$ cat src/design/cgdo_pkg.sv
`default_nettype none
package cgdo_pkg;

    // Map geometry; the 5-bit coordinate fields bound the span.
    localparam int GRID_SPAN        = 16;
    localparam int SIDE             = GRID_SPAN + 1;
    localparam int CELLS            = SIDE * SIDE;
    localparam int COORD_W          = 5;
    localparam int RA_W             = $clog2(SIDE);
    localparam int COUNT_W          = $clog2(CELLS + 1);
    localparam int MAX_DISTANCE_DEF = 4;
    localparam int LEVEL_W          = 3;
    localparam int QUEUE_DEPTH      = 4;

    // Stream beat widths.
    localparam int IN_DATA_W  = 16;
    localparam int OUT_DATA_W = 8;

    typedef enum logic [1:0] {
        KIND_WRITE    = 2'd0,
        KIND_READ     = 2'd1,
        KIND_READ_OOR = 2'd2
    } t_kind;

    typedef struct packed {
        t_kind              kind;
        logic [COORD_W-1:0] row;
        logic [COORD_W-1:0] col;
        logic               land;
    } t_job;

endpackage
`default_nettype wire

$ cat src/design/cgdo_ram.sv
`default_nettype none
module cgdo_ram #(
    parameter int WIDTH = 8,
    parameter int DEPTH = 16
) (
    input  wire logic                     i_clk,
    input  wire logic                     i_we,
    input  wire logic [$clog2(DEPTH)-1:0] i_waddr,
    input  wire logic [WIDTH-1:0]         i_wdata,
    input  wire logic [$clog2(DEPTH)-1:0] i_raddr_a,
    input  wire logic [$clog2(DEPTH)-1:0] i_raddr_b,
    output logic      [WIDTH-1:0]         o_rdata_a,
    output logic      [WIDTH-1:0]         o_rdata_b
);

    logic [WIDTH-1:0] r_mem [DEPTH];

    always_ff @(posedge i_clk) begin
        if (i_we) begin
            r_mem[i_waddr] <= i_wdata;
        end
        o_rdata_a <= r_mem[i_raddr_a];
        o_rdata_b <= r_mem[i_raddr_b];
    end

endmodule
`default_nettype wire

$ cat src/design/cgdo_front.sv
`default_nettype none
module cgdo_front (
    input  wire logic                  i_clk,
    input  wire logic                  i_rst_n,
    input  wire logic                  i_valid,
    output logic                       o_ready,
    input  wire logic                  i_req_type,
    input  wire logic [cgdo_pkg::COORD_W-1:0] i_row,
    input  wire logic [cgdo_pkg::COORD_W-1:0] i_col,
    input  wire logic                  i_land,
    output logic                       o_job_valid,
    output cgdo_pkg::t_job             o_job,
    input  wire logic                  i_job_pop
);

    localparam int QP_W  = $clog2(cgdo_pkg::QUEUE_DEPTH);
    localparam int CNT_W = $clog2(cgdo_pkg::QUEUE_DEPTH + 1);

    cgdo_pkg::t_job   r_q [cgdo_pkg::QUEUE_DEPTH];
    logic [QP_W-1:0]  r_wr_ptr, r_rd_ptr;
    logic [CNT_W-1:0] r_cnt;

    logic           accept, in_range, push, pop;
    cgdo_pkg::t_job job;

    assign o_ready = (r_cnt != CNT_W'(cgdo_pkg::QUEUE_DEPTH));
    assign accept  = i_valid && o_ready;

    always_comb begin
        in_range = (i_row <= cgdo_pkg::COORD_W'(cgdo_pkg::GRID_SPAN)) &&
                   (i_col <= cgdo_pkg::COORD_W'(cgdo_pkg::GRID_SPAN));
        job.row  = i_row;
        job.col  = i_col;
        job.land = i_land;
        if (!i_req_type) begin
            job.kind = cgdo_pkg::KIND_WRITE;
        end else if (in_range) begin
            job.kind = cgdo_pkg::KIND_READ;
        end else begin
            job.kind = cgdo_pkg::KIND_READ_OOR;
        end
    end

    // off-map writes change nothing: taken and dropped here
    assign push        = accept && (i_req_type || in_range);
    assign o_job_valid = (r_cnt != '0);
    assign o_job       = r_q[r_rd_ptr];
    assign pop         = i_job_pop && o_job_valid;

    always_ff @(posedge i_clk) begin
        if (!i_rst_n) begin
            r_wr_ptr <= '0;
            r_rd_ptr <= '0;
            r_cnt    <= '0;
        end else begin
            if (push) begin
                r_wr_ptr <= (r_wr_ptr == QP_W'(cgdo_pkg::QUEUE_DEPTH - 1)) ?
                            '0 : r_wr_ptr + 1'b1;
            end
            if (pop) begin
                r_rd_ptr <= (r_rd_ptr == QP_W'(cgdo_pkg::QUEUE_DEPTH - 1)) ?
                            '0 : r_rd_ptr + 1'b1;
            end
            if (push && !pop) begin
                r_cnt <= r_cnt + 1'b1;
            end else if (pop && !push) begin
                r_cnt <= r_cnt - 1'b1;
            end
        end
    end

    always_ff @(posedge i_clk) begin
        if (push) begin
            r_q[r_wr_ptr] <= job;
        end
    end

endmodule
`default_nettype wire

$ cat src/design/cgdo_back.sv
`default_nettype none
module cgdo_back #(
    parameter int MAX_DISTANCE = cgdo_pkg::MAX_DISTANCE_DEF
) (
    input  wire logic                         i_clk,
    input  wire logic                         i_rst_n,
    input  wire logic                         i_job_valid,
    input  cgdo_pkg::t_job                    i_job,
    output logic                              o_job_pop,
    output logic                              o_valid,
    input  wire logic                         i_ready,
    output logic [cgdo_pkg::LEVEL_W-1:0]      o_level
);

    localparam int SIDE    = cgdo_pkg::SIDE;
    localparam int RA_W    = cgdo_pkg::RA_W;
    localparam int COORD_W = cgdo_pkg::COORD_W;
    localparam int LEVEL_W = cgdo_pkg::LEVEL_W;
    localparam int COUNT_W = cgdo_pkg::COUNT_W;
    localparam int K_W     = $clog2(MAX_DISTANCE + 1);
    localparam int EXT_W   = ((COORD_W > K_W) ? COORD_W : K_W) + 1;

    typedef enum logic [5:0] {
        ST_IDLE     = 6'b000001,
        ST_WR_RD    = 6'b000010,
        ST_WR_WB    = 6'b000100,
        ST_RD_SCAN  = 6'b001000,
        ST_RD_DRAIN = 6'b010000,
        ST_RESULT   = 6'b100000
    } t_state;

    t_state r_state, n_state;

    cgdo_pkg::t_job       r_job;
    logic [K_W-1:0]       r_k, n_k;
    logic [K_W-1:0]       r_eval_k;
    logic                 r_eval_vld, n_eval_vld;
    logic                 r_map_a, r_map_b, r_rv_a, r_rv_b;
    logic [K_W-1:0]       r_best, n_best;
    logic [COUNT_W-1:0]   r_ocean_cnt, n_ocean_cnt;
    logic [SIDE-1:0]      r_row_vld, n_row_vld;
    logic                 r_out_valid, n_out_valid;
    logic [LEVEL_W-1:0]   r_out_level;

    logic [RA_W-1:0]  raddr_a, raddr_b;
    logic [SIDE-1:0]  rdata_a, rdata_b;
    logic             we;
    logic [SIDE-1:0]  wdata, old_row;
    logic             map_a, map_b;
    logic [EXT_W-1:0] row_p, row_m;
    logic             take_job, out_free;
    logic [LEVEL_W-1:0] level;

    // ring evaluation
    logic [SIDE-1:0]  ocean_ab;
    logic             found;
    logic [K_W-1:0]   cand;
    logic [EXT_W-1:0] colp, colm;

    cgdo_ram #(
        .WIDTH (SIDE),
        .DEPTH (SIDE)
    ) u_map (
        .i_clk     (i_clk),
        .i_we      (we),
        .i_waddr   (r_job.row[RA_W-1:0]),
        .i_wdata   (wdata),
        .i_raddr_a (raddr_a),
        .i_raddr_b (raddr_b),
        .o_rdata_a (rdata_a),
        .o_rdata_b (rdata_b)
    );

    assign out_free  = !r_out_valid || i_ready;
    assign take_job  = (r_state == ST_IDLE) && i_job_valid;
    assign o_job_pop = take_job;
    assign o_valid   = r_out_valid;
    assign o_level   = r_out_level;

    // rows r-k and r+k for the scan step
    always_comb begin
        row_p = EXT_W'(r_job.row) + EXT_W'(r_k);
        row_m = EXT_W'(r_job.row) - EXT_W'(r_k);
        map_b = (row_p <= EXT_W'(cgdo_pkg::GRID_SPAN));
        map_a = (EXT_W'(r_k) <= EXT_W'(r_job.row));
        if (r_state == ST_RD_SCAN) begin
            raddr_a = map_a ? row_m[RA_W-1:0] : '0;
            raddr_b = map_b ? row_p[RA_W-1:0] : '0;
        end else begin
            raddr_a = r_job.row[RA_W-1:0];
            raddr_b = '0;
        end
    end

    // unwritten rows are all ocean; rows off the map hold none
    always_comb begin
        ocean_ab = '0;
        if (r_map_a) ocean_ab = ocean_ab | (r_rv_a ? ~rdata_a : '1);
        if (r_map_b) ocean_ab = ocean_ab | (r_rv_b ? ~rdata_b : '1);
        found = 1'b0;
        cand  = K_W'(MAX_DISTANCE);
        for (int j = 0; j < MAX_DISTANCE; j++) begin
            colp = EXT_W'(r_job.col) + EXT_W'(j);
            colm = EXT_W'(r_job.col) - EXT_W'(j);
            if (!found && (int'(r_eval_k) + j < MAX_DISTANCE)) begin
                if ((colp <= EXT_W'(cgdo_pkg::GRID_SPAN) && ocean_ab[colp[RA_W-1:0]]) ||
                    (EXT_W'(j) <= EXT_W'(r_job.col) && ocean_ab[colm[RA_W-1:0]])) begin
                    found = 1'b1;
                    cand  = K_W'(int'(r_eval_k) + j);
                end
            end
        end
    end

    // write path: merge the land bit into the row read the cycle before
    always_comb begin
        old_row = r_rv_a ? rdata_a : '0;
        wdata   = old_row;
        wdata[r_job.col[RA_W-1:0]] = r_job.land;
        we      = (r_state == ST_WR_WB);
    end

    always_comb begin
        if (r_job.kind == cgdo_pkg::KIND_READ_OOR) begin
            level = '0;
        end else if (r_ocean_cnt == '0) begin
            level = LEVEL_W'(MAX_DISTANCE + 1);
        end else if (r_best < K_W'(MAX_DISTANCE)) begin
            level = LEVEL_W'(K_W'(MAX_DISTANCE) - r_best);
        end else begin
            level = '0;
        end
    end

    always_comb begin
        n_state     = r_state;
        n_k         = r_k;
        n_eval_vld  = 1'b0;
        n_best      = r_best;
        n_ocean_cnt = r_ocean_cnt;
        n_row_vld   = r_row_vld;
        n_out_valid = r_out_valid && !i_ready;

        if (r_eval_vld && found && (cand < r_best)) begin
            n_best = cand;
        end

        unique case (r_state)
            ST_IDLE: begin
                if (i_job_valid) begin
                    case (i_job.kind)
                        cgdo_pkg::KIND_WRITE: n_state = ST_WR_RD;
                        cgdo_pkg::KIND_READ:  n_state = ST_RD_SCAN;
                        default:              n_state = ST_RESULT;
                    endcase
                    n_k    = '0;
                    n_best = K_W'(MAX_DISTANCE);
                end
            end
            ST_WR_RD: begin
                n_state = ST_WR_WB;
            end
            ST_WR_WB: begin
                n_row_vld[r_job.row[RA_W-1:0]] = 1'b1;
                if (old_row[r_job.col[RA_W-1:0]] != r_job.land) begin
                    n_ocean_cnt = r_job.land ? r_ocean_cnt - 1'b1 : r_ocean_cnt + 1'b1;
                end
                n_state = ST_IDLE;
            end
            ST_RD_SCAN: begin
                n_eval_vld = 1'b1;
                n_k        = r_k + 1'b1;
                if (r_k == K_W'(MAX_DISTANCE - 1)) begin
                    n_state = ST_RD_DRAIN;
                end
            end
            ST_RD_DRAIN: begin
                n_state = ST_RESULT;
            end
            ST_RESULT: begin
                if (out_free) begin
                    n_out_valid = 1'b1;
                    n_state     = ST_IDLE;
                end
            end
            default: begin
                n_state = ST_IDLE;
            end
        endcase
    end

    always_ff @(posedge i_clk) begin
        if (!i_rst_n) begin
            r_state     <= ST_IDLE;
            r_k         <= '0;
            r_eval_vld  <= 1'b0;
            r_best      <= '0;
            r_ocean_cnt <= COUNT_W'(cgdo_pkg::CELLS);
            r_row_vld   <= '0;
            r_out_valid <= 1'b0;
        end else begin
            r_state     <= n_state;
            r_k         <= n_k;
            r_eval_vld  <= n_eval_vld;
            r_best      <= n_best;
            r_ocean_cnt <= n_ocean_cnt;
            r_row_vld   <= n_row_vld;
            r_out_valid <= n_out_valid;
        end
    end

    always_ff @(posedge i_clk) begin
        if (take_job) begin
            r_job <= i_job;
        end
        r_eval_k <= r_k;
        r_map_a  <= map_a;
        r_map_b  <= map_b;
        r_rv_a   <= r_row_vld[raddr_a];
        r_rv_b   <= r_row_vld[raddr_b];
        if (r_state == ST_RESULT && out_free) begin
            r_out_level <= level;
        end
    end

endmodule
`default_nettype wire

$ cat src/design/clamped_grid_distance_to_ocean.sv
// Clamped distance-to-ocean on a 17 x 17 land/ocean map.
//
// Input stream (s side): one beat per request. tuser carries the request
// type (0 write one cell's land bit, 1 read one cell's humidity level);
// tdata carries row, column and land bit. Writes give no beat out; every
// read gives exactly one beat on the m side, in request order.
// Humidity is MAX_DISTANCE minus the clamped Manhattan distance to the
// nearest ocean cell, MAX_DISTANCE + 1 if the map has no ocean, and 0 for
// a read outside the map.
// A small request queue decouples intake from the map engine, so beats are
// taken while the engine works or a result waits on the m side.
// Engine steps: a read is dispatched, then scans one row pair r-k / r+k
// per cycle through the dual-read map RAM, then passes a drain state and
// a result state; a write does a row read, then a merge and write back,
// after its dispatch. Off-map writes are dropped at intake. The engine
// takes no new job from the queue until it is back in idle.
// Reset (synchronous, active low) empties the queue and marks every row
// unwritten, so the whole map reads as ocean at once; no clearing pass.
// A stalled m side holds the result beat; the engine waits with the next
// read result until it is taken, and the queue fills, then drops tready.
`default_nettype none
module clamped_grid_distance_to_ocean #(
    parameter int MAX_DISTANCE = cgdo_pkg::MAX_DISTANCE_DEF
) (
    input  wire logic                               i_clk,
    input  wire logic                               i_rst_n,
    // request beats
    input  wire logic                               i_s_tvalid,
    output logic                                    o_s_tready,
    // [4:0] cell_row, [9:5] cell_col, [10] land_bit, [15:11] zero
    input  wire logic [cgdo_pkg::IN_DATA_W-1:0]     i_s_tdata,
    // [0] req_type
    input  wire logic                               i_s_tuser,
    // result beats
    output logic                                    o_m_tvalid,
    input  wire logic                               i_m_tready,
    // [2:0] humidity_level, [7:3] zero
    output logic [cgdo_pkg::OUT_DATA_W-1:0]         o_m_tdata
);

    localparam int COORD_W = cgdo_pkg::COORD_W;

    logic                          job_valid, job_pop;
    cgdo_pkg::t_job                job;
    logic [cgdo_pkg::LEVEL_W-1:0]  level;

    // intake and classify
    cgdo_front u_front (
        .i_clk       (i_clk),
        .i_rst_n     (i_rst_n),
        .i_valid     (i_s_tvalid),
        .o_ready     (o_s_tready),
        .i_req_type  (i_s_tuser),
        .i_row       (i_s_tdata[COORD_W-1:0]),
        .i_col       (i_s_tdata[2*COORD_W-1:COORD_W]),
        .i_land      (i_s_tdata[2*COORD_W]),
        .o_job_valid (job_valid),
        .o_job       (job),
        .i_job_pop   (job_pop)
    );

    // map store, ring scan and result register
    cgdo_back #(
        .MAX_DISTANCE (MAX_DISTANCE)
    ) u_back (
        .i_clk       (i_clk),
        .i_rst_n     (i_rst_n),
        .i_job_valid (job_valid),
        .i_job       (job),
        .o_job_pop   (job_pop),
        .o_valid     (o_m_tvalid),
        .i_ready     (i_m_tready),
        .o_level     (level)
    );

    assign o_m_tdata = {{(cgdo_pkg::OUT_DATA_W - cgdo_pkg::LEVEL_W){1'b0}}, level};

endmodule
`default_nettype wire

$ cat config.mk
export PLATFORM = sky130hd
export DESIGN_NAME = clamped_grid_distance_to_ocean
export DESIGN_NICKNAME = d
export VERILOG_FILES = /design/src/design/cgdo_pkg.sv /design/src/design/cgdo_ram.sv /design/src/design/cgdo_front.sv /design/src/design/cgdo_back.sv /design/src/design/clamped_grid_distance_to_ocean.sv
export SDC_FILE = /design/constraint.sdc
export NUM_CORES = 1
export LEC_CHECK = 0
export BUFFER_PORTS_ARGS = -buffer_cell sky130_fd_sc_hd__buf_2
export CAP_MARGIN = 15
export CORE_MARGIN = 5
export CORE_UTILIZATION = 60
export CTS_BUF_LIST = sky130_fd_sc_hd__clkbuf_8
export DETAILED_ROUTE_END_ITERATION = 6
export PLACE_DENSITY = 0.76
export REMOVE_ABC_BUFFERS = 1
export SETUP_SLACK_MARGIN = 0.2
export SLEW_MARGIN = 20
export SYNTH_ARGS = -nofsm -noshare
export SYNTH_HDL_FRONTEND = slang
export SYNTH_HIERARCHICAL = 1
export SYNTH_SLANG_ARGS = --single-unit
$ cat constraint.sdc
create_clock -name i_clk -period 12.1 [get_ports i_clk]
set_clock_uncertainty 0.2 [all_clocks]
set_input_delay 1.815 -clock i_clk [delete_from_list [all_inputs] [get_ports i_clk]]
set_output_delay 1.815 -clock i_clk [all_outputs]
set_load 0.05 [all_outputs]
==> impl_metrics.ini <==
[setup_path]
rr_startpoint = u_back/r_job[7]
crit_path_end_kind = flop
rrSetupSlack_ps = 6230
path_class = flop to flop
rr_endpoint = u_back/u_map/o_rdata_b[14]
cp_data_required_time_ps = 12380
ff2ff_path_depth = 12
critPathMaxFanout = 31
start_kind = flop
crit_end = u_back/u_map/o_rdata_b[14]
worst_ep_arrival_time_ps = 6150
startpoint = u_back/r_job[7]

[logic_synthesis]
yosysMostFrequentCell = edfxtp_1
synth_common_cells = edfxtp_1 (357), mux4_2 (164), nor2_1 (115)
synth.distinct_cells = 79
yosysSeqAreaShare_pct = 55.9
synth_edf_count = 357
synth-adder-area-share_pct = 2.59
synth_top_cell_area_share_pct = 47.9
synth_xor_area_share_pct = 1.25
synth_area_sq_um = 22400
synth_top_family_by_area = multiplexers
yosys-top-cells-area = edfxtp_1 (48%), mux4_2 (16%), dfxtp_1 (8.0%), mux2i_1 (3.8%), ha_1 (2.2%)
synth_compound_area_share_pct = 8.91
synthMuxAreaShare_pct = 20.5
ys.flop_type = edfxtp_1
synthCells = 1515
synth-simple-area-share_pct = 7.43
yosys_warnings = 6
ys_ff_latch = 447
post-synth-top-area-cell = edfxtp_1
async_flop_share_pct = 0
synth.avg_cell_area_sq_um = 14.8

[sta]
finalCritPeriodShare_pct = 48.5
finalHoldViolCount = 0
fmax_mhz = 170
tightest_slew_ps = 1190
hold_ws_ps = 201
rsz0062_at_grt = false
fin_ws_ps = 6230
drv_slew = 0
fin_crit_ps = 5870
slew_headroom_pct = 20.3
setup_viol = 0
finalSetupTns_ps = 0

[clock_network]
clkLatencyLatePin_ps = 620
cts_resized = 0
cts_buffer_depth = 3
clk_pin_slew_ps = 60
htreeDepth = 3
clock_sinks = 447
cts_buffers = 71
cts_root_buf = clkbuf_8
cts_tree = done
hold_buffers = 0
cts_setup_buffers = 0

[power_and_ir_drop]
p_leak_nw = 7.86
internal_power_mw = 3.08
pwr-share-comb_pct = 34.6
power_frac_seq_pct = 40.2
p_sw_share_pct = 35.8
p_switching_mw = 1.71
pwr-share-clk_pct = 25.2
peakVddDrop_mv = 0.152
p_per_area_nw_per_um2 = 197

[die]
rows = 70
io_pins = 31
die_w_um = 203
die-area_sq_um = 41300
dieHeight_um = 203
start_util_pct = 61.0
core_sq_um = 36700

[detailed_routing]
viasPerCell = 6.86
wirelength_um = 56700
drt_first_iter_violations = 1774
vias = 14200
drc = 0
dr.pass1.iters = 6
wl_per_cell_um = 27.3
final_antenna_net_count = 0

[final_layout]
drive_gt1_share_pct = 25.1
fillers = 2451
area_growth_pct = 8.54
final_cell_count_no_fill = 2072
diodes = 0
fin_nets = 1612

[global_routing]
track_usage_pct = 27.4
grt_pass1_wl_um = 84600
grt_antenna_before_repair = 1
grt_max_degree = 52
grt_pass1_vias = 13800
grt_overflow = 0

[place]
gp_congestion = 0.977
port_buffers = 20
placed_cells = 1942
dp_hpwl_um = 34400
post-place-ws_ps = 6140

[min_path]
worstHoldPathType = flop to flop

[outcome]
status = finished, final reports clean

[flow_run]
timing.max_cap.violations = 0
kinds of logic after synthesis:
kind of cell               Yosys count
DFF                                447
and+or+nand+nor                    350
muxes                              253
AOI/OAI and AO/OA                  245
buffers and inverters              143
adders and majority gates           44
xor gates and xnor gates            32
other                                1
flip-flops by register name, indices dropped and copies added (netlist names), 2 cells and up, named ones only:
register,count
u_back/r_ocean_cnt,9
u_back/u_map/o_rdata_b,17
u_back/r_row_vld,17
u_back/r_best,3
u_back/r_k,3
u_back/r_eval_k,3
u_back/u_map/o_rdata_a,17
u_back/r_state,6
u_front/r_q,52
u_front/r_wr_ptr,2
u_back/u_map/r_mem,289
u_front/r_cnt,3
u_back/o_level,3
u_back/r_job,13
u_front/r_rd_ptr,2
metrics by stage:
step / utilization, % / cell area, sq um / power (mW)
floorplan: - / 21800 / 3.16
global placement: 62.5 / 22900 / 3.55
detailed placement: 62.5 / 22900 / 3.58
CTS: 66.2 / 24300 / 4.79
global route: 66.2 / 24300 / 5.03
finish: 66.2 / 24300 / 4.79
worst min path at each step:
stage,from,end,slack (ps),depth (start not counted)
global placement,u_back/r_k[2],u_back/r_eval_k[2],190,0
floorplan,u_back/r_k[2],u_back/r_eval_k[2],170,0
detailed placement,u_back/r_k[2],u_back/r_eval_k[2],190,0
finish,u_back/r_k[2],u_back/r_eval_k[2],200,0
global route,u_back/r_k[2],u_back/r_eval_k[2],210,0
CTS,u_back/r_k[2],u_back/r_eval_k[2],210,0
per-layer routing:
metal  vias up  global-route usage, %  wire, um
met4         2                   11.3      2290
met5         -                      0        13
met3       154                   6.17      6270
met2       886                   41.3     25800
met1      7051                   39.2     22200
li1       6124                      -         -
cell usage in the layout (no fill, tap or decap), types with 8 or more instances in the layout:
master    count
buf_4        38
clkbuf_8     75
xor2_1       13
nand2b_1     11
nor2b_1       8
nand3_1      33
nor2_1      101
o21ai_0      21
a221oi_1     27
nand3b_1      9
inv_1        50
a21boi_0     15
a211oi_1     15
a21oi_1      40
edfxtp_1    357
dfxtp_1      90
clkinv_2     13
clkinv_1     20
nor4_1       14
nor2_4       13
o22ai_2      16
nand2_1      90
a221oi_2     17
mux4_2      164
o22ai_1      22
a21o_1        9
xnor2_1      19
buf_2        20
mux2i_1      81
nor3_1       22
ha_1         40
worst max-delay path: stages, from the launching register on:
cell,delay (ps)
edfxtp_1,910
inv_1,270
fa_1,520
xnor2_1,300
and3_1,250
or3b_2,450
a21oi_1,270
o31ai_1,250
nor2_4,960
buf_4,640
mux4_2,410
o22ai_2,200
a221oi_2,90
cell type report:
| type | count | area, sq um | area share [%] |
|---|---|---|---|
| clock buffer | 75 | 1030 | 4.25 |
| clock inverter | 55 | 310 | 1.28 |
| inverter | 39 | 148 | 0.608 |
| multi-input combinational | 929 | 9310 | 38.3 |
| sequential | 447 | 12500 | 51.5 |
| tap | 468 | 586 | 2.41 |
| timing repair buffer | 59 | 397 | 1.63 |
power by group through the flow:
stage | clock, mW | sequential, mW | combinational [mW]
2_1_floorplan | 0 | 1.95 | 1.21
3_3_place_gp | 0 | 1.95 | 1.60
3_5_place_dp | 0 | 1.95 | 1.63
4_1_cts | 1.24 | 1.92 | 1.64
5_1_grt | 1.32 | 1.94 | 1.77
6_report | 1.21 | 1.93 | 1.66
No activity file was read; power rests on OpenSTA's default activity.
